`config.mk`:
```
export PLATFORM = sky130hd
export DESIGN_NAME = wrm_front_flat
export DESIGN_NICKNAME = d
export VERILOG_FILES = /design/src/wrm_pkg.sv /design/src/wrm_ifs.sv /design/src/wrm_front.sv /design/src/flat_wrapper.sv
export SDC_FILE = /design/constraint.sdc
export NUM_CORES = 1
export LEC_CHECK = 0
export ABC_CLOCK_PERIOD_IN_PS = 12600
export BUFFER_PORTS_ARGS = -buffer_cell sky130_fd_sc_hd__buf_2
export CAP_MARGIN = 30
export CORE_AREA = 8 8 107 109
export DETAILED_ROUTE_END_ITERATION = 16
export DIE_AREA = 0 0 115 117
export GPL_ROUTABILITY_DRIVEN = 0
export GPL_TIMING_DRIVEN = 0
export PLACE_DENSITY = 0.76
export REMOVE_ABC_BUFFERS = 1
export SLEW_MARGIN = 40
export SYNTH_ARGS = -nofsm -noshare
export SYNTH_HDL_FRONTEND = slang
export SYNTH_SLANG_ARGS = --single-unit
```
`constraint.sdc`:
```
create_clock -name vclk -period 12.6
set_clock_uncertainty 0.1 [all_clocks]
set_input_delay 1.89 -clock vclk [all_inputs]
set_output_delay 1.89 -clock vclk [all_outputs]
set_load 0.01 [all_outputs]
```
`src/wrm_pkg.sv`:
```
package wrm_pkg;

  localparam int unsigned DEF_TABLE_DEPTH         = 16384;
  localparam int unsigned DEF_PHASE_FRACTION_BITS = 16;

  // Field widths of the channels and the registers.
  localparam int unsigned SAMPLE_W = 32;
  localparam int unsigned TVAL_W   = 16;
  localparam int unsigned TADDR_W  = 14;
  localparam int unsigned START_W  = 14;
  localparam int unsigned END_W    = 15;
  localparam int unsigned STEP_W   = 32;

  // Phase arithmetic is carried in this width: a bound of up to 2^16 entries with
  // 16 fraction bits plus a 32-bit step still fits.
  localparam int unsigned ACC_W   = 34;
  // Width for comparing table entry counts and loop bounds.
  localparam int unsigned BOUND_W = 18;

  localparam int unsigned QUEUE_DEPTH = 2;

  localparam int unsigned PRODUCT_DIVISOR = 32768;
  localparam int unsigned DIV_SHIFT       = $clog2(PRODUCT_DIVISOR);
  localparam int unsigned DIV_BIAS        = PRODUCT_DIVISOR - 1;
  localparam int unsigned PROD_W          = SAMPLE_W + TVAL_W;

  localparam int unsigned PADDR_W     = 4;
  localparam int unsigned PDATA_W     = 32;
  localparam int unsigned REG_INDEX_W = 2;

  localparam logic [REG_INDEX_W-1:0] REG_RING_STEP   = 2'd0;
  localparam logic [REG_INDEX_W-1:0] REG_LOOP_START  = 2'd1;
  localparam logic [REG_INDEX_W-1:0] REG_LOOP_END    = 2'd2;
  localparam logic [REG_INDEX_W-1:0] REG_CARRIER_END = 2'd3;

  localparam logic [END_W-1:0] RST_LOOP_END    = 15'd2;
  localparam logic [END_W-1:0] RST_CARRIER_END = 15'd2;

  localparam logic OP_SAMPLE = 1'b0;
  localparam logic OP_WRITE  = 1'b1;

  typedef struct packed {
    logic [STEP_W-1:0]  ring_step;
    logic [START_W-1:0] loop_start;
    logic [END_W-1:0]   loop_end;
    logic [END_W-1:0]   carrier_loop_end;
  } cfg_t;

  typedef struct packed {
    logic [ACC_W-1:0] off;
    logic [ACC_W-1:0] lim;
    logic [ACC_W-1:0] span;
  } loop_t;

  typedef enum logic [1:0] {
    KIND_WRITE,
    KIND_BYPASS,
    KIND_MOD
  } kind_t;

  typedef struct packed {
    kind_t               kind;
    logic [SAMPLE_W-1:0] data;
    logic [TADDR_W-1:0]  addr;
  } item_t;

  typedef struct packed {
    logic rd_issue;
    logic rd_in_loop;
  } back_stat_t;

  typedef enum logic [3:0] {
    ST_IDLE,
    ST_WRAP1,
    ST_WAIT1,
    ST_WRAP2,
    ST_WAIT2,
    ST_READ,
    ST_MUL,
    ST_DIV,
    ST_OUT
  } back_state_t;

  typedef enum logic [1:0] {
    MS_IDLE,
    MS_CHECK,
    MS_RUN,
    MS_FIN
  } mod_state_t;

endpackage

```
`src/wrm_ifs.sv`:
```
interface wrm_in_if;
  import wrm_pkg::*;
  logic                       valid;
  logic                       ready;
  logic                       opcode;
  logic signed [SAMPLE_W-1:0] carrier_sample;
  logic [TADDR_W-1:0]         table_address;
  logic signed [TVAL_W-1:0]   table_value;

  modport source (output valid, opcode, carrier_sample, table_address, table_value,
                  input ready);
  modport sink (input valid, opcode, carrier_sample, table_address, table_value,
                output ready);
endinterface


```
`src/wrm_front.sv`:
```
module wrm_front import wrm_pkg::*; #(
  parameter int unsigned TABLE_DEPTH         = DEF_TABLE_DEPTH,
  parameter int unsigned PHASE_FRACTION_BITS = DEF_PHASE_FRACTION_BITS
) (
  wrm_in_if.sink      in_ch,
  input  cfg_t        cfg,
  input  logic        q_full,
  output logic        q_push,
  output item_t       q_item,
  output loop_t       loop
);

  logic [BOUND_W-1:0] depth_b;
  logic [BOUND_W-1:0] start_c;
  logic [BOUND_W-1:0] end_lo;
  logic [BOUND_W-1:0] end_c;
  logic [ACC_W-1:0]   clim;
  logic [ACC_W-1:0]   step_w;
  logic               bypass;
  logic               addr_oob;
  logic               accept;

  assign depth_b = BOUND_W'(TABLE_DEPTH);

  // Loop bounds: the start is clamped into the table, then the end above the start
  // and at most the table depth.
  always_comb begin
    start_c = BOUND_W'(cfg.loop_start);
    if (start_c > depth_b - 1'b1) begin
      start_c = depth_b - 1'b1;
    end
    end_lo = BOUND_W'(cfg.loop_end);
    if (end_lo < start_c + 1'b1) begin
      end_lo = start_c + 1'b1;
    end
    end_c = (end_lo > depth_b) ? depth_b : end_lo;
  end

  assign loop.off  = ACC_W'(start_c) << PHASE_FRACTION_BITS;
  assign loop.lim  = ACC_W'(end_c) << PHASE_FRACTION_BITS;
  assign loop.span = loop.lim - loop.off;

  assign clim   = ACC_W'(cfg.carrier_loop_end) << PHASE_FRACTION_BITS;
  assign step_w = ACC_W'(cfg.ring_step);

  // A zero step, or one over half of either loop end (aliasing), passes the carrier.
  assign bypass = (cfg.ring_step == '0) || (step_w > (loop.lim >> 1))
               || (step_w > (clim >> 1));

  assign addr_oob = BOUND_W'(in_ch.table_address) >= depth_b;

  assign in_ch.ready = !q_full;
  assign accept      = in_ch.valid && !q_full;

  // Writes beyond the table are dropped here and never reach the back end.
  assign q_push = accept && !((in_ch.opcode == OP_WRITE) && addr_oob);

  always_comb begin
    q_item.addr = in_ch.table_address;
    if (in_ch.opcode == OP_WRITE) begin
      q_item.kind = KIND_WRITE;
      q_item.data = SAMPLE_W'(in_ch.table_value);
    end else begin
      q_item.kind = bypass ? KIND_BYPASS : KIND_MOD;
      q_item.data = in_ch.carrier_sample;
    end
  end

endmodule

```
`src/flat_wrapper.sv`:
```
// flat-port wrapper written by rule: the top's interface ports become plain ports
module wrm_front_flat import wrm_pkg::*;
#(
  parameter int unsigned TABLE_DEPTH         = DEF_TABLE_DEPTH,
  parameter int unsigned PHASE_FRACTION_BITS = DEF_PHASE_FRACTION_BITS
)
  (cfg, q_full, q_push, q_item, loop, in_ch_valid, in_ch_opcode, in_ch_carrier_sample, in_ch_table_address, in_ch_table_value, in_ch_ready);
  wrm_in_if in_ch_i ();
  input  cfg_t cfg;
  input  logic q_full;
  output logic q_push;
  output item_t q_item;
  output loop_t loop;
  input wire logic [$bits(in_ch_i.valid)-1:0] in_ch_valid;
  input wire logic [$bits(in_ch_i.opcode)-1:0] in_ch_opcode;
  input wire logic [$bits(in_ch_i.carrier_sample)-1:0] in_ch_carrier_sample;
  input wire logic [$bits(in_ch_i.table_address)-1:0] in_ch_table_address;
  input wire logic [$bits(in_ch_i.table_value)-1:0] in_ch_table_value;
  output wire logic [$bits(in_ch_i.ready)-1:0] in_ch_ready;
  assign in_ch_i.valid = in_ch_valid;
  assign in_ch_i.opcode = in_ch_opcode;
  assign in_ch_i.carrier_sample = in_ch_carrier_sample;
  assign in_ch_i.table_address = in_ch_table_address;
  assign in_ch_i.table_value = in_ch_table_value;
  assign in_ch_ready = in_ch_i.ready;
  wrm_front #(.TABLE_DEPTH(TABLE_DEPTH), .PHASE_FRACTION_BITS(PHASE_FRACTION_BITS)) u_core (.in_ch(in_ch_i), .cfg(cfg), .q_full(q_full), .q_push(q_push), .q_item(q_item), .loop(loop));
endmodule
```
; Word-level counts from Yosys, hierarchy flattened
; Cells that the tools add are included.
; W data, S select, Z words.
[op_classes]
n_addsub = 2
mul = 0
div = 0
order_cmp = 6
n_eq_ne = 0
shift = 0
muxes = 5
bitwise = 0
n_reduce_logical = 8
[op_table]
columns = cell, count
row1 = $mux W18, 2
row2 = $mux W34, 1
row3 = $sub A34 B34 Y34, 1
row4 = $gt A32 B33 Y1, 1
row5 = $gt A32 B30 Y1, 1
row6 = $logic_not A32 Y1, 1
row7 = $add A18 B1 Y18 const B, 1
row8 = $gt A18 B15 Y1 const B, 1
row9 = $lt A15 B18 Y1, 1
row10 = $ge A14 B15 Y1 const B, 1
row11 = $gt A14 B14 Y1 const B, 1
row12 = $mux W14, 1
row13 = $logic_and A1 B1 Y1, 3
row14 = $logic_not A1 Y1, 2
row15 = $logic_or A1 B1 Y1, 2
row16 = $mux W2, 1
[word_totals]
register_bits = 0
latch_bits = 0
mem_bits_rw = 0
mem_bits_ro = 0
out_inout_bits = 152
elab_cells = 21
mem_count = 0

; Longest topological paths before layout
; Gate-level depths: netlist of run 1.
[depth]
ltp_word = 12
mapped_depth = 26

; Least setup slack after synthesis of run 1
; No wires, ideal clock.
[synth_timing]
path_kind = in2out
from = in cfg[30] (netlist bit)
to = out loop[28] (netlist bit)
t_arrival_ns = 6.745
required_time_ns = 10.610
slack_ns = 3.865
cell_stages = 25
n_path_buf = 1
cell_sequence = ha_1 -> nand3_2 -> or2_2 -> nor2_1 -> xnor2_1 -> ha_1 -> nand3_1 -> nor2_1 -> a2111oi_0 -> nand2_1 -> buf_2 -> o31ai_1 -> nand2b_1 -> ha_1 -> inv_1 -> fa_1 -> a21o_1 -> a21oi_1 -> o21bai_1 -> a21oi_1 -> nand2_1 -> a311oi_4 -> maj3_2 -> o21a_4 -> xnor2_1
[synth_lines]
columns = item, line_no
row1 = start: declaration, flat_wrapper.sv:9  ; input cfg_t cfg;
row2 = end: declaration, flat_wrapper.sv:13  ; output loop_t loop;

==> results of run 1 <==
## power by group
part	switching, mW	leakage (nW)	total [mW]	internal, mW
Combinational	0.115	2.46	0.204	0.0898
Sequential	0	0	0	0
Clock	0	0	0	0
Total	0.115	2.46	0.204	0.0898
## worst max-delay path: cells and delay by family
kind / cells / cell delay [ns]
simple gates: 8 / 1.69
buf+inv: 3 / 0.36
fa+ha+maj: 5 / 1.39
compound gates: 8 / 2.77
xor+xnor: 2 / 0.27
## cells in the final DEF, fill, tap and decap left out, types with 5 or more instances in the layout
cell type,netlist,final
ha_1,57,57
nand4_1,15,15
nor2_1,23,23
o21a_1,10,10
xor2_1,6,6
xnor2_1,19,19
a21oi_1,22,22
nand2_1,29,28
a21o_1,11,11
inv_1,67,67
buf_2,2,210
nor4_1,9,9
nor3_1,6,6
nand3_1,8,8
or2_2,7,7
conb_1,1,55
o21ai_0,32,32
mux2_2,15,15
nand2b_1,5,5
nor2b_1,5,5
## final cells by class
type               count  share of cell area
multi-input cells    378               0.643
well taps            136              0.0409
inverters             70              0.0637
repair buffers       210               0.253
## stage by stage
stage / utilization / power, mW / setup WS, ns
after detailed placement: 0.420 / 0.205 / 2.12
after CTS: 0.420 / 0.206 / 2.08
final: 0.420 / 0.204 / 2.23
after global routing: 0.420 / 0.231 / 1.64
after global placement: 0.420 / 0.202 / 2.20
after floorplan: - / 0.124 / 3.56
## routing by layer
metal	GRT usage	wire length (um)	vias to the layer above
li1	-	-	1887
met1	0.218	5430	1597
met2	0.277	5500	151
met3	0.0775	1620	0
met4	0	0	0
met5	0	0	-
## kinds of logic (layout without fill, tap and decap cells)
| kind of cell | after synthesis | count (layout) | share of synthesized area |
|---|---|---|---|
| compound gates | 103 | 103 | 0.206 |
| xor+xnor | 25 | 25 | 0.0650 |
| fa+ha+maj | 59 | 59 | 0.221 |
| buf+inv | 164 | 280 | 0.267 |
| mux | 15 | 15 | 0.0501 |
| other cells | 1 | 55 | 0.00111 |
| simple gates | 121 | 121 | 0.190 |
## how the worst max path moves through the flow
stage                  from        to
finish              cfg[30]  loop[28]
global route        cfg[30]  loop[28]
CTS                 cfg[30]  loop[30]
detailed placement  cfg[30]  loop[30]
global placement    cfg[30]  loop[28]
floorplan           cfg[30]  loop[28]
==> flow_summary.json, run 1 <==
{
  "drc_errors": 0,
  "crit_path_top_delay_cell": "o31ai_1",
  "die_w_um": 115,
  "multi_input_area_um2": 2680,
  "yosysMostFrequentCell": "buf_4",
  "rsz0062_at_grt": "false",
  "synth.distinct_cells": 62,
  "fin_crit_ns": 10.37,
  "hold_viol_final": 0,
  "detail-route-antenna-nets": 0,
  "worst_ir_drop_vdd_uv": 32.0,
  "critPathCaptureType": "primary output",
  "nClkBuffers": 0,
  "netlist_area_um2": 3370,
  "row_count": 37,
  "setup-tns-final_ns": 0,
  "seqCellArea_um2": 0,
  "grt_pass1_vias": 3524,
  "dp_cells": 794,
  "place_area_um2": 4160,
  "slew_viol_final": 0,
  "synthCells": 488,
  "yosys-top-cells-count": "70 x buf_4, 67 x inv_1, 57 x ha_1",
  "crit_path_frequent_cell": "ha_1",
  "status": "finished, final reports clean",
  "slew_headroom": 0.488,
  "antenna_found_initial": 0,
  "leakagePower_nw": 2.46,
  "grt_max_degree": 36,
  "track_usage": 0.172,
  "area_delta_synth_final_pct": 23.6,
  "fp.dieH_um": 117,
  "worst_ep_required_time_ns": 10.61,
  "cap_violations": 0,
  "period_share": 0.823,
  "drt_wl_total_um": 12600,
  "viasPerCell": 4.58,
  "crit_arrival_ns": 8.38,
  "n_antenna_cell": 0,
  "drt_iter0_markers": 152,
  "worstHoldPathCells": 0,
  "critical_path_class": "input pin to primary output",
  "port-buffer-count": 210,
  "cpPeakStageDelay_ns": 0.78,
  "power_density_nw_per_um2": 49.1,
  "max_freq_ghz": 0.0964,
  "nFillCells": 1104,
  "dpl.hpwl_um": 11600,
  "start_kind": "input pin",
  "yosysWarnings": 0,
  "core_um2": 9910,
  "hold_path_end": "q_item[10]",
  "post-cts-setup-buffers": 0,
  "ys_seq_area_frac": 0,
  "fin_nets": 859,
  "grt_pass1_wl_um": 18500,
  "avgSynthCellArea_um2": 6.90,
  "layout-drive-gt1-share": 0.372,
  "setup_violations": 0,
  "hp-class": "input pin to primary output",
  "hp-start": "in_ch_table_address[10]",
  "postCtsHoldBufs": 0,
  "drtPass1Iterations": 4,
  "synth_area_leaders": "ha_1 21%, buf_4 16%, inv_1 7.5%",
  "io_pins": 293,
  "design.seq.count": 0,
  "worst_slew_pin_slew_ns": 0.748,
  "wire_per_inst_um": 15.8,
  "initial_core_util": 0.340,
  "fin_cells": 794,
  "yosys.area.top_type": "ha_1",
  "num_vias": 3635,
  "yosys.area.top_type_share": 0.212,
  "worstPathMaxFanout": 30,
  "grt_overflow_total": 0,
  "hold_ws_ns": 3.68,
  "design_area_um2": 4160,
  "dieArea_um2": 13500,
  "ctsResizeCount": 0
}
Note: power is estimated with default switching activity, not from simulation.
==> run 2: changes to the inputs <==
--- a/config.mk
+++ b/config.mk
@@ -5,7 +5,7 @@
 export SDC_FILE = /design/constraint.sdc
 export NUM_CORES = 1
 export LEC_CHECK = 0
-export ABC_CLOCK_PERIOD_IN_PS = 12600
+export ABC_CLOCK_PERIOD_IN_PS = 10100
 export BUFFER_PORTS_ARGS = -buffer_cell sky130_fd_sc_hd__buf_2
 export CAP_MARGIN = 30
 export CORE_AREA = 8 8 107 109
==> constraint.sdc (replaced) <==
create_clock -name vclk -period 10.1
set_clock_uncertainty 0.1 [all_clocks]
set_input_delay 1.515 -clock vclk [all_inputs]
set_output_delay 1.515 -clock vclk [all_outputs]
set_load 0.01 [all_outputs]
==> run 2 against run 1 <==
Wire length shrank 0.10%. Sequential share of layout area is the same. Combinational power grew 25%. Count of clock-buffer cells in the layout is the same. Global-route usage is the same. Die area is the same. Non-clock buffer count is the same. Sequential cell count is the same. Critical path type unchanged. Largest cell class unchanged. Largest power group unchanged. Highest routed layer unchanged.
==> flow_summary.json, run 2 (synthesized netlist as in run 1, its figures left out) <==
{
  "drtPass1Iterations": 4,
  "grt_max_degree": 36,
  "status": "finished, final reports clean",
  "worstPathMaxFanout": 30,
  "design_area_um2": 4170,
  "critical_path_class": "input pin to primary output",
  "port-buffer-count": 210,
  "hold_ws_ns": 2.93,
  "hp-start": "in_ch_table_address[10]",
  "hold_viol_final": 0,
  "slew_viol_final": 0,
  "postCtsHoldBufs": 0,
  "area_delta_synth_final_pct": 23.7,
  "hold_path_end": "q_item[10]",
  "dpl.hpwl_um": 11600,
  "die_w_um": 115,
  "setup-tns-final_ns": 0,
  "final_common_cell": "buf_2",
  "fp.dieH_um": 117,
  "row_count": 37,
  "layout-drive-gt1-share": 0.374,
  "fin_crit_ns": 9.40,
  "grt_pass1_wl_um": 18500,
  "drt_wl_total_um": 12500,
  "pre_cts_ws_ns": 0.370,
  "core_um2": 9910,
  "fin_nets": 859,
  "crit_arrival_ns": 7.79,
  "drc_errors": 0,
  "final_cell_mix": "210 x buf_2, 67 x inv_1, 57 x ha_1",
  "worst_ep_required_time_ns": 8.49,
  "initial_core_util": 0.340,
  "cap_violations": 0,
  "max_freq_ghz": 0.106,
  "detail-route-antenna-nets": 0,
  "io_pins": 293,
  "slew_headroom": 0.491,
  "grt_overflow_total": 0,
  "design.seq.count": 0,
  "worst_ir_drop_vdd_uv": 40.0,
  "leakagePower_nw": 2.46,
  "final_core_util": 0.421,
  "num_vias": 3638,
  "seqCellArea_um2": 0,
  "drt_iter0_markers": 130,
  "worst_slew_pin_slew_ns": 0.744,
  "track_usage": 0.172,
  "viasPerCell": 4.58,
  "setup_violations": 0,
  "place_area_um2": 4160,
  "period_share": 0.931,
  "wire_per_inst_um": 15.8,
  "worstHoldPathCells": 0,
  "rsz0062_at_grt": "false",
  "dieArea_um2": 13500,
  "critPathCaptureType": "primary output",
  "hp-class": "input pin to primary output",
  "grt_pass1_vias": 3524,
  "start_kind": "input pin",
  "n_antenna_cell": 0,
  "power_density_nw_per_um2": 61.2,
  "finalWorstSetupSlack_ns": 0.696,
  "nClkBuffers": 0,
  "antenna_found_initial": 0
}
-- run 2: how the worst max path moves through the flow --
stage | end | slack (ns) | from | depth (start not counted)
floorplan | loop[28] | 1.81 | cfg[30] | 24
global placement | loop[28] | 0.45 | cfg[30] | 26
detailed placement | loop[30] | 0.37 | cfg[30] | 26
CTS | loop[30] | 0.33 | cfg[30] | 26
global route | loop[28] | 0.10 | cfg[30] | 25
finish | loop[28] | 0.70 | cfg[30] | 26
-- run 2: cell type report --
cell class	count	area (um2)
multi-input combinational	378	2680
inverter	70	265
fill	1104	5740
tap	136	170
timing repair buffer	210	1050
-- run 2: metrics by stage --
stage	std cells	power, mW
2_1_floorplan	448	0.155
3_3_place_gp	794	0.252
3_5_place_dp	794	0.256
4_1_cts	794	0.257
5_1_grt	794	0.288
6_report	794	0.255
-- run 2: what timing repair did --
item / 4_1_cts / 5_1_grt
setup endpoints to repair: 0 / 4
resized for setup: 0 / 1
endpoints found under the hold margin: 0 / 0
buffers inserted: 0 / 0
-- run 2: where the power goes --
group | total, mW | switching [mW] | internal, mW
combinational | 0.255 | 0.143 | 0.112
sequential | 0 | 0 | 0
clock | 0 | 0 | 0
-- run 2: routing by layer --
metal  global-route usage  vias up  routed length [um]
li1                     -     1888                   -
met1                0.218     1601                5480
met2                0.277      149                5500
met3               0.0775        0                1550
met4                    0        0                   0
met5                    0        -                   0
-- run 2: critical path: stages --
cell and delay, ns:
buf_2 0.16, ha_1 0.23, nand3_2 0.14, or2_2 0.36, nor2_1 0.15, xnor2_1 0.17, ha_1 0.27, nand3_1 0.09
nor2_1 0.09, a2111oi_0 0.68, nand2_2 0.48, o31ai_2 0.58, nand2b_1 0.21, ha_1 0.18, inv_1 0.05, fa_1 0.40
a21o_1 0.17, a21oi_1 0.23, o21bai_1 0.11, a21oi_1 0.29, nand2_1 0.15, a311oi_4 0.36, maj3_2 0.31, o21a_4 0.15
xnor2_1 0.11, buf_2 0.15
