File: config.mk
export PLATFORM = sky130hd
export DESIGN_NAME = wrm_queue
export DESIGN_NICKNAME = d
export VERILOG_FILES = /design/src/wrm_pkg.sv /design/src/wrm_queue.sv
export SDC_FILE = /design/constraint.sdc
export NUM_CORES = 1
export LEC_CHECK = 0
export ABC_AREA = 0
export BUFFER_PORTS_ARGS = -buffer_cell sky130_fd_sc_hd__buf_2
export CAP_MARGIN = 20
export CORE_UTILIZATION = 25
export DETAILED_ROUTE_END_ITERATION = 10
export GPL_TIMING_DRIVEN = 0
export PLACE_DENSITY_LB_ADDON = 0.3
export RECOVER_POWER = 25
export SLEW_MARGIN = 20
export SYNTH_ARGS = -nofsm -noshare
export SYNTH_HDL_FRONTEND = slang
export SYNTH_SLANG_ARGS = --single-unit
File: constraint.sdc
create_clock -name clk -period 9.05 [get_ports clk]
set_input_delay 0.905 -clock clk [delete_from_list [all_inputs] [get_ports clk]]
set_output_delay 0.905 -clock clk [all_outputs]
set_load 0.05 [all_outputs]
File: src/wrm_pkg.sv
package wrm_pkg;

  localparam int unsigned DEF_TABLE_DEPTH         = 16384;
  localparam int unsigned DEF_PHASE_FRACTION_BITS = 16;

  // Field widths of the channels and the registers.
  localparam int unsigned SAMPLE_W = 32;
  localparam int unsigned TVAL_W   = 16;
  localparam int unsigned TADDR_W  = 14;
  localparam int unsigned START_W  = 14;
  localparam int unsigned END_W    = 15;
  localparam int unsigned STEP_W   = 32;

  // Phase arithmetic is carried in this width: a bound of up to 2^16 entries with
  // 16 fraction bits plus a 32-bit step still fits.
  localparam int unsigned ACC_W   = 34;
  // Width for comparing table entry counts and loop bounds.
  localparam int unsigned BOUND_W = 18;

  localparam int unsigned QUEUE_DEPTH = 2;

  localparam int unsigned PRODUCT_DIVISOR = 32768;
  localparam int unsigned DIV_SHIFT       = $clog2(PRODUCT_DIVISOR);
  localparam int unsigned DIV_BIAS        = PRODUCT_DIVISOR - 1;
  localparam int unsigned PROD_W          = SAMPLE_W + TVAL_W;

  localparam int unsigned PADDR_W     = 4;
  localparam int unsigned PDATA_W     = 32;
  localparam int unsigned REG_INDEX_W = 2;

  localparam logic [REG_INDEX_W-1:0] REG_RING_STEP   = 2'd0;
  localparam logic [REG_INDEX_W-1:0] REG_LOOP_START  = 2'd1;
  localparam logic [REG_INDEX_W-1:0] REG_LOOP_END    = 2'd2;
  localparam logic [REG_INDEX_W-1:0] REG_CARRIER_END = 2'd3;

  localparam logic [END_W-1:0] RST_LOOP_END    = 15'd2;
  localparam logic [END_W-1:0] RST_CARRIER_END = 15'd2;

  localparam logic OP_SAMPLE = 1'b0;
  localparam logic OP_WRITE  = 1'b1;

  typedef struct packed {
    logic [STEP_W-1:0]  ring_step;
    logic [START_W-1:0] loop_start;
    logic [END_W-1:0]   loop_end;
    logic [END_W-1:0]   carrier_loop_end;
  } cfg_t;

  typedef struct packed {
    logic [ACC_W-1:0] off;
    logic [ACC_W-1:0] lim;
    logic [ACC_W-1:0] span;
  } loop_t;

  typedef enum logic [1:0] {
    KIND_WRITE,
    KIND_BYPASS,
    KIND_MOD
  } kind_t;

  typedef struct packed {
    kind_t               kind;
    logic [SAMPLE_W-1:0] data;
    logic [TADDR_W-1:0]  addr;
  } item_t;

  typedef struct packed {
    logic rd_issue;
    logic rd_in_loop;
  } back_stat_t;

  typedef enum logic [3:0] {
    ST_IDLE,
    ST_WRAP1,
    ST_WAIT1,
    ST_WRAP2,
    ST_WAIT2,
    ST_READ,
    ST_MUL,
    ST_DIV,
    ST_OUT
  } back_state_t;

  typedef enum logic [1:0] {
    MS_IDLE,
    MS_CHECK,
    MS_RUN,
    MS_FIN
  } mod_state_t;

endpackage

File: src/wrm_queue.sv
module wrm_queue import wrm_pkg::*; (
  input  logic  clk,
  input  logic  rst_n,
  input  logic  push,
  input  item_t push_item,
  input  logic  pop,
  output item_t head,
  output logic  full,
  output logic  empty
);

  localparam int unsigned PTR_W = $clog2(QUEUE_DEPTH);
  localparam int unsigned CNT_W = $clog2(QUEUE_DEPTH + 1);

  item_t            slot_r [QUEUE_DEPTH];
  logic [PTR_W-1:0] wr_ptr_r;
  logic [PTR_W-1:0] rd_ptr_r;
  logic [CNT_W-1:0] cnt_r;
  logic [CNT_W-1:0] cnt_nxt;

  assign full  = cnt_r == CNT_W'(QUEUE_DEPTH);
  assign empty = cnt_r == '0;
  assign head  = slot_r[rd_ptr_r];

  always_comb begin
    cnt_nxt = cnt_r;
    if (push && !pop) begin
      cnt_nxt = cnt_r + 1'b1;
    end else if (pop && !push) begin
      cnt_nxt = cnt_r - 1'b1;
    end
  end

  always_ff @(posedge clk) begin
    if (!rst_n) begin
      wr_ptr_r <= '0;
      rd_ptr_r <= '0;
      cnt_r    <= '0;
    end else begin
      cnt_r <= cnt_nxt;
      if (push) begin
        wr_ptr_r <= wr_ptr_r + 1'b1;
      end
      if (pop) begin
        rd_ptr_r <= rd_ptr_r + 1'b1;
      end
    end
  end

  always_ff @(posedge clk) begin
    if (push) begin
      slot_r[wr_ptr_r] <= push_item;
    end
  end

endmodule

---- Word level (Yosys, flattened, before mapping) ----
Memories as Yosys holds them, arrays and structs flattened. A register that Yosys moved wholly into a read port is not among the register bits.
Cells that the tools add are included.
word-level totals
  bits of input ports ..................... 52
  register bits ........................... 4
  memories kept ........................... 1
  memory bits (writable) .................. 96
memories
  memory  depth  width  rd ports  clocked after memory_dff  wr ports  RTL line         text
  slot_r  2      48     1         1                         1         wrm_queue.sv:15  item_t slot_r [QUEUE_DEPTH];
operators by class
  equal/unequal tests ..................... 1
  add/subtract/negate cells ............... 4
  reductions and logical operators ........ 6
  mux-type cells .......................... 6
operators by type and width
  kind                                              count
  two-way mux 1 bit                                 4
  two-way mux 2 bit                                 2
  adder 1 bit, second input constant                2
  adder 2 x 1 -> 2 bit, second input constant       1
  equality test 2 bit, second input constant        1
  logical AND 1 bit                                 2
  logical NOT 1 bit                                 2
  logical NOT 2 bit                                 1
  nonzero test 2 bit                                1
  subtractor 2 x 1 -> 2 bit, second input constant  1

---- Longest topological paths before layout ----
Gate-level depths: netlist of the first run.
  depth in word-level cells ............... 4
  mapped depth ............................ 5

---- Least setup slack after synthesis of the first run ----
OpenSTA, ideal clock, no wires.
  kind .................................... in2reg
  start ................................... input port push
  end ..................................... memory slot_r[0][0] (netlist bit) (enable)
  slack ................................... 5523 ps
  setup time .............................. 460 ps
  buffers on the path ..................... 0
  arrival ................................. 3067 ps
  cell stages on the path ................. 1
  required time ........................... 8590 ps
  cells stage by stage .................... nor2b_1
on the way
  word-level cells in the longest chain between the ends .. 2
ends and longest elaborated chain
  what                                     RTL line         text
  start: declaration                       wrm_queue.sv:4   input logic push,
  two-way mux 1 bit                        wrm_queue.sv:51  if (push) begin
  two-way mux 1 bit (not written as such)  wrm_queue.sv:52  slot_r[wr_ptr_r] <= push_item;
  end: declaration                         wrm_queue.sv:15
No other way between the ends.

==> results of run 1 <==
-- cell usage after synthesis (all sizes together) --
cell type,count
dfxtp,5
and2,4
xnor2,1
nor2b,2
or3,1
inv,1
xor2,2
o21a,1
buf,5
o21ai,1
a21boi,1
ha,1
nor2,1
and2b,1
edfxtp,96
mux2,48
-- where the power goes --
group / switching (mW) / total [mW] / internal (mW)
Sequential: 0.00636 / 0.545 / 0.539
Clock: 0.158 / 0.400 / 0.242
Combinational: 0.128 / 0.184 / 0.0569
-- registers in the layout, summed over array words and instances, names as in the netlist, named ones only --
| signal | cells |
|---|---|
| slot_r | 96 |
| rd_ptr_r | 1 |
| cnt_r | 2 |
| wr_ptr_r | 1 |
-- how the worst min path moves through the flow --
stage | from | end | slack (ps)
final | cnt_r[1] | cnt_r[1] | 510
after global routing | cnt_r[1] | cnt_r[1] | 540
after CTS | cnt_r[1] | cnt_r[1] | 510
after detailed placement | cnt_r[1] | cnt_r[1] | 500
after global placement | cnt_r[1] | cnt_r[1] | 480
after floorplan | cnt_r[1] | cnt_r[1] | 470
-- logic make-up after synthesis --
family                     synth area share (%)
AOI/OAI and AO/OA                         0.544
xor gates and xnor gates                  0.714
adders and majority gates                 0.340
DFF                                        81.0
muxes                                      14.7
and+or+nand+nor                            1.53
buffers and inverters                      1.19
-- final cells by class --
| cell class | count | area, um^2 | area share, % |
|---|---|---|---|
| plain buffers | 5 | 40.0 | 0.833 |
| clock buffers | 10 | 229 | 4.76 |
| clock inverters | 6 | 87.6 | 1.82 |
| inverters | 1 | 3.75 | 0.0781 |
| multi-input cells | 64 | 666 | 13.8 |
| flip-flops and latches | 101 | 2980 | 62.1 |
| well taps | 180 | 225 | 4.69 |
| repair buffers | 104 | 573 | 11.9 |
-- tightest hold or removal path, stage by stage (launching register included) --
cell	delay [ps]
dfxtp_1	330
o21ai_0	80
a21boi_1	60
-- metrics by stage --
step / power [mW] / cells / instance area (um^2) / util, %
2_1_floorplan: 0.691 / 171 / 3680 / -
3_3_place_gp: 0.738 / 452 / 4410 / 31.2
3_5_place_dp: 0.744 / 455 / 4500 / 31.8
4_1_cts: 1.15 / 471 / 4810 / 34.0
5_1_grt: 1.18 / 471 / 4810 / 34.0
6_report: 1.13 / 471 / 4810 / 34.0
-- routing by layer --
metal  global-route usage (%)  wire length [um]  vias up
li1                         -                 -      896
met1                     10.2              2770      950
met2                     15.3              3250       59
met3                     4.24               457       10
met4                     4.29               125        0
met5                        0                 0        -
==> flow_summary.yaml, run 1 <==
routing:
  drtAntennaViolNets: 0
  routedWlPerCell_um: 14.0
  viasPerCell: 4.07
  drc: 0
  vias: 1915
  initialDrtViolationCount: 80
  dr.pass1.iters: 4
  routed_wl_um: 6600
placement:
  dpl.hpwl_um: 4520
  routabilityCongestion: 0.644
  post-place-ws_ps: 6820
  port_buffers: 101
die:
  dieArea_um2: 15200
  initial_core_util_pct: 26.0
  io_pins: 102
  fp.dieW_um: 123
  chipHeight_um: 123
  core-area_um2: 14100
  rows: 43
sta:
  tightest_slew_ps: 602
  relSlewSlack_pct: 59.8
  finalCritPeriodShare_pct: 28.1
  rsz0062_at_grt: "no"
  skew_ps: 4.25
  period_minus_slack_ps: 2540
  hold_violations: 0
  tns_ps: 0
  finalSetupViolations: 0
  fin_ws_ps: 6510
  hold-worst-slack_ps: 512
  fmax_mhz: 394
  slew_viol_final: 0
clock_network:
  cts_made_buffers: 9
  clk-insertion-delay-late_ps: 340
  cts_root_buf: "clkbuf_16"
  post-cts-setup-buffers: 0
  cts-resized-gates: 0
  cts.sinks: 101
  clockBufferDepth: 2
  ctsHoldBuffers: 0
  clkTransAtPathRegs_ps: 60
  h-tree-depth: 3
  cts_tree: "done"
power:
  p_leak_nw: 1.77
  power_density_nw_per_um2: 235
  peakVddDrop_mv: 0.101
logic_synthesis:
  synth-seq-cells: 101
  synth.top_cell.area_share_pct: 78.3
  synth_area_um2: 3680
  yosys.area.top_type: "edfxtp_1"
  synth_warnings: 0
  avgSynthCellArea_um2: 21.5
  syn-num-nets: 224
  synth_area_leaders: "edfxtp_1, mux2_2, dfxtp_1"
  synthDistinctLibCells: 18
  ys_seq_area_share_pct: 81.0
  syn_inst: 171
global_route:
  grt_max_degree: 34
  grt_overflow: 0
  grt_pass1_wl_um: 10100
  antenna_found_initial: 0
  grt_use_total_pct: 9.30
  grt_pass1_vias: 1963
worst_setup_path:
  end_kind: "output port"
  r2r_cells: 2
  crit_arrival_ps: 1640
  slowest_delay_ps: 340
  path_class: "reg -> out"
  reg2reg_to: "slot_r[0][39]"
  worstPathRequired_ps: 8150
  startpoint_type: "flip-flop"
  slowest_stage: "dfxtp_1"
  cp_num_buf_inv: 3
  worstPathMaxFanout: 10
  path_delay_family: "buffers and inverters"
  regToRegSetupSlack_ps: 7660
  endpoint: "head[19]"
  cp.depth: 4
  r2r-start: "wr_ptr_r"
  cp_cell_sequence: "buf_4 -> buf_6 -> mux2_2 -> buf_2"
finish:
  mostFrequentLayoutCells: "buf_2, edfxtp_1, mux2_2"
  drive_gt1_share_pct: 57.7
  final_common_cell: "buf_2"
  fin_nets: 339
  area_delta_synth_final_pct: 30.5
  diodes: 0
  fillCellCount: 1410
min_path:
  hold_depth: 2
  hold_path.class: "reg -> reg"
run_status:
  status: "completed"
run:
  cap_violations: 0
Power figures use the tool's default switching activity.
==> inputs of run 2 (changes only) <==
- clock period: 9.05 -> 2.2 ns (I/O delays scaled with it)
==> run 2 against run 1 <==
  * Wire length grew 0.92%
  * Clock power grew to 4.1 times the previous value
  * Total power rose to 4.1 times the previous value
  * Utilization shrank 0.25 points
  * Sequential power rose to 4.1 times the previous value
  * Setup slack got worse by 6200 ps
  * Combinational power rose to 4.1 times the previous value
==> flow_summary.yaml, run 2 (synthesis gave the netlist of run 1 again) <==
placement:
  routabilityCongestion: 0.603
  dpl.hpwl_um: 4400
  port_buffers: 101
  dpl-instance-area_um2: 4470
global_route:
  grt_max_degree: 49
  grt_overflow: 0
  grt_pass1_vias: 2041
  grt_pass1_wl_um: 10100
  antenna_found_initial: 0
  grt_use_total_pct: 9.31
power:
  power_frac_seq_pct: 48.5
  p_leak_nw: 1.77
  peakVddDrop_mv: 0.374
  comb_power_share_pct: 16.3
  clkPwrFrac_pct: 35.3
  finalPower_mw: 4.63
  intPower_mw: 3.43
  sw_frac_of_total_pct: 25.9
  power_density_nw_per_um2: 970
  p_sw_mw: 1.20
die:
  rows: 43
  core-area_um2: 14100
  fp.dieW_um: 123
  initial_core_util_pct: 26.0
  chipHeight_um: 123
  io_pins: 102
  dieArea_um2: 15200
clock_network:
  clockBufferDepth: 2
  cts_root_buf: "clkbuf_16"
  clk-insertion-delay-late_ps: 340
  cts_tree: "done"
  cts_made_buffers: 9
  clkTransAtPathRegs_ps: 60
  post-cts-setup-buffers: 0
  ctsHoldBuffers: 0
  cts.sinks: 101
  h-tree-depth: 3
  cts-resized-gates: 0
finish:
  largest_reg_flops: 96
  final_common_cell: "buf_2"
  diodes: 0
  area_delta_synth_final_pct: 29.6
  design_area_um2: 4770
  largestRegisters: "slot_r (96), cnt_r (2)"
  regMostFlops: "slot_r"
  mostFrequentLayoutCells: "buf_2, edfxtp_1, mux2_2"
  drive_gt1_share_pct: 58.5
  multiInputGateArea_um2: 666
  seq_area_um2: 2980
  fillCellCount: 1417
  fin_nets: 338
sta:
  tightest_slew_ps: 697
  period_minus_slack_ps: 1880
  rsz0062_at_grt: "no"
  slew_viol_final: 0
  finalCritPeriodShare_pct: 85.4
  finalSetupViolations: 0
  tns_ps: 0
  hold_violations: 0
  fmax_mhz: 532
  relSlewSlack_pct: 53.5
  skew_ps: 4.28
routing:
  drc: 0
  vias: 1927
  viasPerCell: 4.11
  initialDrtViolationCount: 99
  routedWlPerCell_um: 14.2
  routed_wl_um: 6660
  dr.pass1.iters: 4
  drtAntennaViolNets: 0
worst_setup_path:
  worstPathRequired_ps: 1980
  crit_arrival_ps: 1660
  path_class: "reg -> out"
  slowest_delay_ps: 350
  worstPathMaxFanout: 10
  startpoint_type: "flip-flop"
  cp_cell_sequence: "buf_4 -> buf_6 -> mux2_2 -> buf_2"
  end_kind: "output port"
  slowest_stage: "mux2_2"
run:
  cap_violations: 0
min_path:
  hold_path.class: "in -> reg"
run_status:
  status: "completed"
## run 2: cell count changes in the layout (fill, tap and decap cells not counted)
cell,change
buf_16,-1
clkbuf_1,-2
clkinvlp_4,-1
clkinv_4,-1
buf_1,-1
buf_2,+3
clkinv_2,+1
## run 2: final cells by class
type                    count  share of cell area (%)
plain buffers               5                   0.839
inverters                   1                  0.0787
multi-input cells          64                    13.9
clock buffers              10                    4.80
flip-flops and latches    101                    62.5
well taps                 180                    4.72
repair buffers            103                    11.5
clock inverters             5                    1.60
## run 2: per-stage QoR
stage | std cells | utilization, % | hold WS (ps) | setup WS [ps]
after detailed placement | 454 | 31.6 | 412 | 643
after floorplan | 171 | - | 319 | 192
after global routing | 469 | 33.7 | 47.3 | 207
after CTS | 469 | 33.8 | 40.5 | 253
after global placement | 452 | 31.2 | 408 | -695
final | 469 | 33.7 | 63.4 | 320
## run 2: path summary, 6_finish.rpt
path | startpoint | endpoint | slack (ps) | depth (start not counted)
worst max-delay path | flip-flop | head[23] | 320 | 4
worst min-delay path | push_item[28] | slot_r[0][28] | 60 | 1
worst max register to register | wr_ptr_r | slot_r[1][19] | 800 | 1
worst min register to register | cnt_r[1] | cnt_r[1] | 520 | 2
## run 2: routing by layer
layer | wire [um] | vias to the layer above | part of all wire [%] | track usage, %
met3 | 347 | 12 | 5.2 | 2.68
met2 | 3340 | 56 | 50 | 15.5
met4 | 187 | 0 | 2.8 | 6.33
li1 | - | 896 | - | -
met5 | 0 | - | 0 | 0
met1 | 2780 | 963 | 42 | 10.3
## run 2: worst max-delay path: cells and delay by family, from the launching register on
kind	cells	cell delay (ps)
buffers and inverters	3	630
DFF	1	340
muxes	1	350
## run 2: power groups by stage
stage                     combinational, mW  sequential, mW  clock, mW
after floorplan                       0.561            2.28          0
after global placement                0.743            2.29          0
after detailed placement              0.768            2.29          0
after CTS                             0.771            2.24       1.70
after global routing                  0.797            2.25       1.78
final                                 0.752            2.24       1.63
==> inputs of run 3 (changes only) <==
==> constraint.sdc (replaced) <==
create_clock -name clk -period 2.2 [get_ports clk]
set_input_delay 0.11 -clock clk [delete_from_list [all_inputs] [get_ports clk]]
set_output_delay 0.11 -clock clk [all_outputs]
set_load 0.05 [all_outputs]
==> run 3 against run 2 <==
  * Utilization is 3.3 points higher
  * Worst hold slack got worse by 43 ps
  * Clock power hardly changed
  * Largest power group unchanged
==> flow_summary.yaml, run 3 (synthesis gave the netlist of run 1 again) <==
finish:
  largest_reg_flops: 96
  design_area_um2: 5240
  utilization_pct: 37.0
  mostFrequentLayoutCells: "edfxtp_1, buf_2, mux2_2, dlygate4sd3_1, clkbuf_1"
  drive_gt1_share_pct: 47.5
  fin_nets: 386
  regMostFlops: "slot_r"
  largestRegisters: "slot_r (96), cnt_r (2)"
  area_delta_synth_final_pct: 42.3
  diodes: 0
  fillCellCount: 1395
  final_common_cell: "edfxtp_1"
worst_setup_path:
  reg2reg_to: "slot_r[1][19]"
  slowest_delay_ps: 350
  path_class: "reg -> out"
  cp.depth: 4
  r2r_cells: 1
  worstPathRequired_ps: 2090
  regToRegSetupSlack_ps: 800
  path_delay_family: "buffers and inverters"
  cp_num_buf_inv: 3
  crit_arrival_ps: 1660
  end_kind: "output port"
  endpoint: "head[23]"
  startpoint_type: "flip-flop"
  r2r-start: "wr_ptr_r"
  cp_cell_sequence: "buf_4 -> buf_6 -> mux2_2 -> buf_2"
  slowest_stage: "mux2_2"
  worstPathMaxFanout: 10
placement:
  dpl.hpwl_um: 4400
  dpl-instance-area_um2: 4470
  routabilityCongestion: 0.603
  port_buffers: 101
sta:
  rsz0062_at_grt: "no"
  skew_ps: 4.46
  finalCritPeriodShare_pct: 80.5
  hold-worst-slack_ps: 20.1
  fmax_mhz: 565
  relSlewSlack_pct: 53.5
  finalSetupViolations: 0
  tns_ps: 0
  tightest_slew_ps: 697
  slew_viol_final: 0
  period_minus_slack_ps: 1770
  hold_violations: 0
die:
  fp.dieW_um: 123
  io_pins: 102
  initial_core_util_pct: 26.0
  rows: 43
  core-area_um2: 14100
  dieArea_um2: 15200
  chipHeight_um: 123
clock_network:
  clkTransAtPathRegs_ps: 60
  cts_tree: "done"
  cts_root_buf: "clkbuf_16"
  cts.sinks: 101
  post-cts-setup-buffers: 0
  clockBufferDepth: 2
  cts-resized-gates: 0
  h-tree-depth: 3
  clk-insertion-delay-late_ps: 340
  cts_made_buffers: 9
run_status:
  status: "completed"
power:
  power_frac_seq_pct: 47.7
  sw_frac_of_total_pct: 25.9
  p_sw_mw: 1.22
  clkPwrFrac_pct: 34.8
  peakVddDrop_mv: 0.375
  p_leak_nw: 1.95
  power_density_nw_per_um2: 897
  intPower_mw: 3.48
  comb_power_share_pct: 17.4
routing:
  drtAntennaViolNets: 0
  dr.pass1.iters: 4
  vias: 2112
  initialDrtViolationCount: 84
  routed_wl_um: 7040
  drc: 0
  viasPerCell: 4.09
  routedWlPerCell_um: 13.6
run:
  cap_violations: 0
min_path:
  min_from: "rst_n"
  hold_path.class: "in -> reg"
global_route:
  grt_max_degree: 49
  grt_use_total_pct: 9.77
  grt_pass1_vias: 2230
  antenna_found_initial: 0
  grt_overflow: 0
  grt_pass1_wl_um: 10700
[run 3: cell types whose count changed in the layout (fill, tap and decap cells not counted)]
cell           before  now
buf_2             100   91
clkbuf_1            4   13
dlygate4sd3_1       0   48
[run 3: routing by layer]
layer  GRT usage [%]  share of wire [%]
met1            10.7                 42
met2            16.6                 51
met3            2.72                4.7
met4            6.33                2.7
met5               0                  0
[run 3: final cells by class]
cell class / count / area (um^2) / area share (%)
buffer: 5 / 40.0 / 0.764
clock buffer: 10 / 229 / 4.37
clock inverter: 5 / 76.3 / 1.46
inverter: 1 / 3.75 / 0.0716
multi-input combinational: 64 / 666 / 12.7
sequential: 101 / 2980 / 56.9
tap: 180 / 225 / 4.30
timing repair buffer: 151 / 1020 / 19.4
[run 3: power by group through the flow]
stage,Clock (mW),Combinational [mW],Sequential [mW]
floorplan,0,0.561,2.28
global placement,0,0.743,2.29
detailed placement,0,0.768,2.29
CTS,1.70,0.837,2.24
global route,1.77,0.868,2.25
finish,1.64,0.819,2.24
[run 3: how the worst min path moves through the flow]
stage	to	slack, ps	cells past startpoint
2_1_floorplan	slot_r[0][0]	210	0
3_3_place_gp	slot_r[0][41]	300	1
3_5_place_dp	slot_r[1][45]	300	1
4_1_cts	rd_ptr_r	8	2
5_1_grt	wr_ptr_r	30	2
6_report	rd_ptr_r	20	2
[run 3: repair_timing]
item,in CTS,in global routing
hold endpoints to repair,96,0
hold buffers,48,0
endpoints found under the setup margin,0,0
[run 3: stage by stage]
step	instances	setup WS, ps	power, mW
final	517	430	4.70
after global routing	517	317	4.89
after CTS	517	363	4.78
after detailed placement	454	753	3.05
after global placement	452	-638	3.03
after floorplan	171	192	2.84
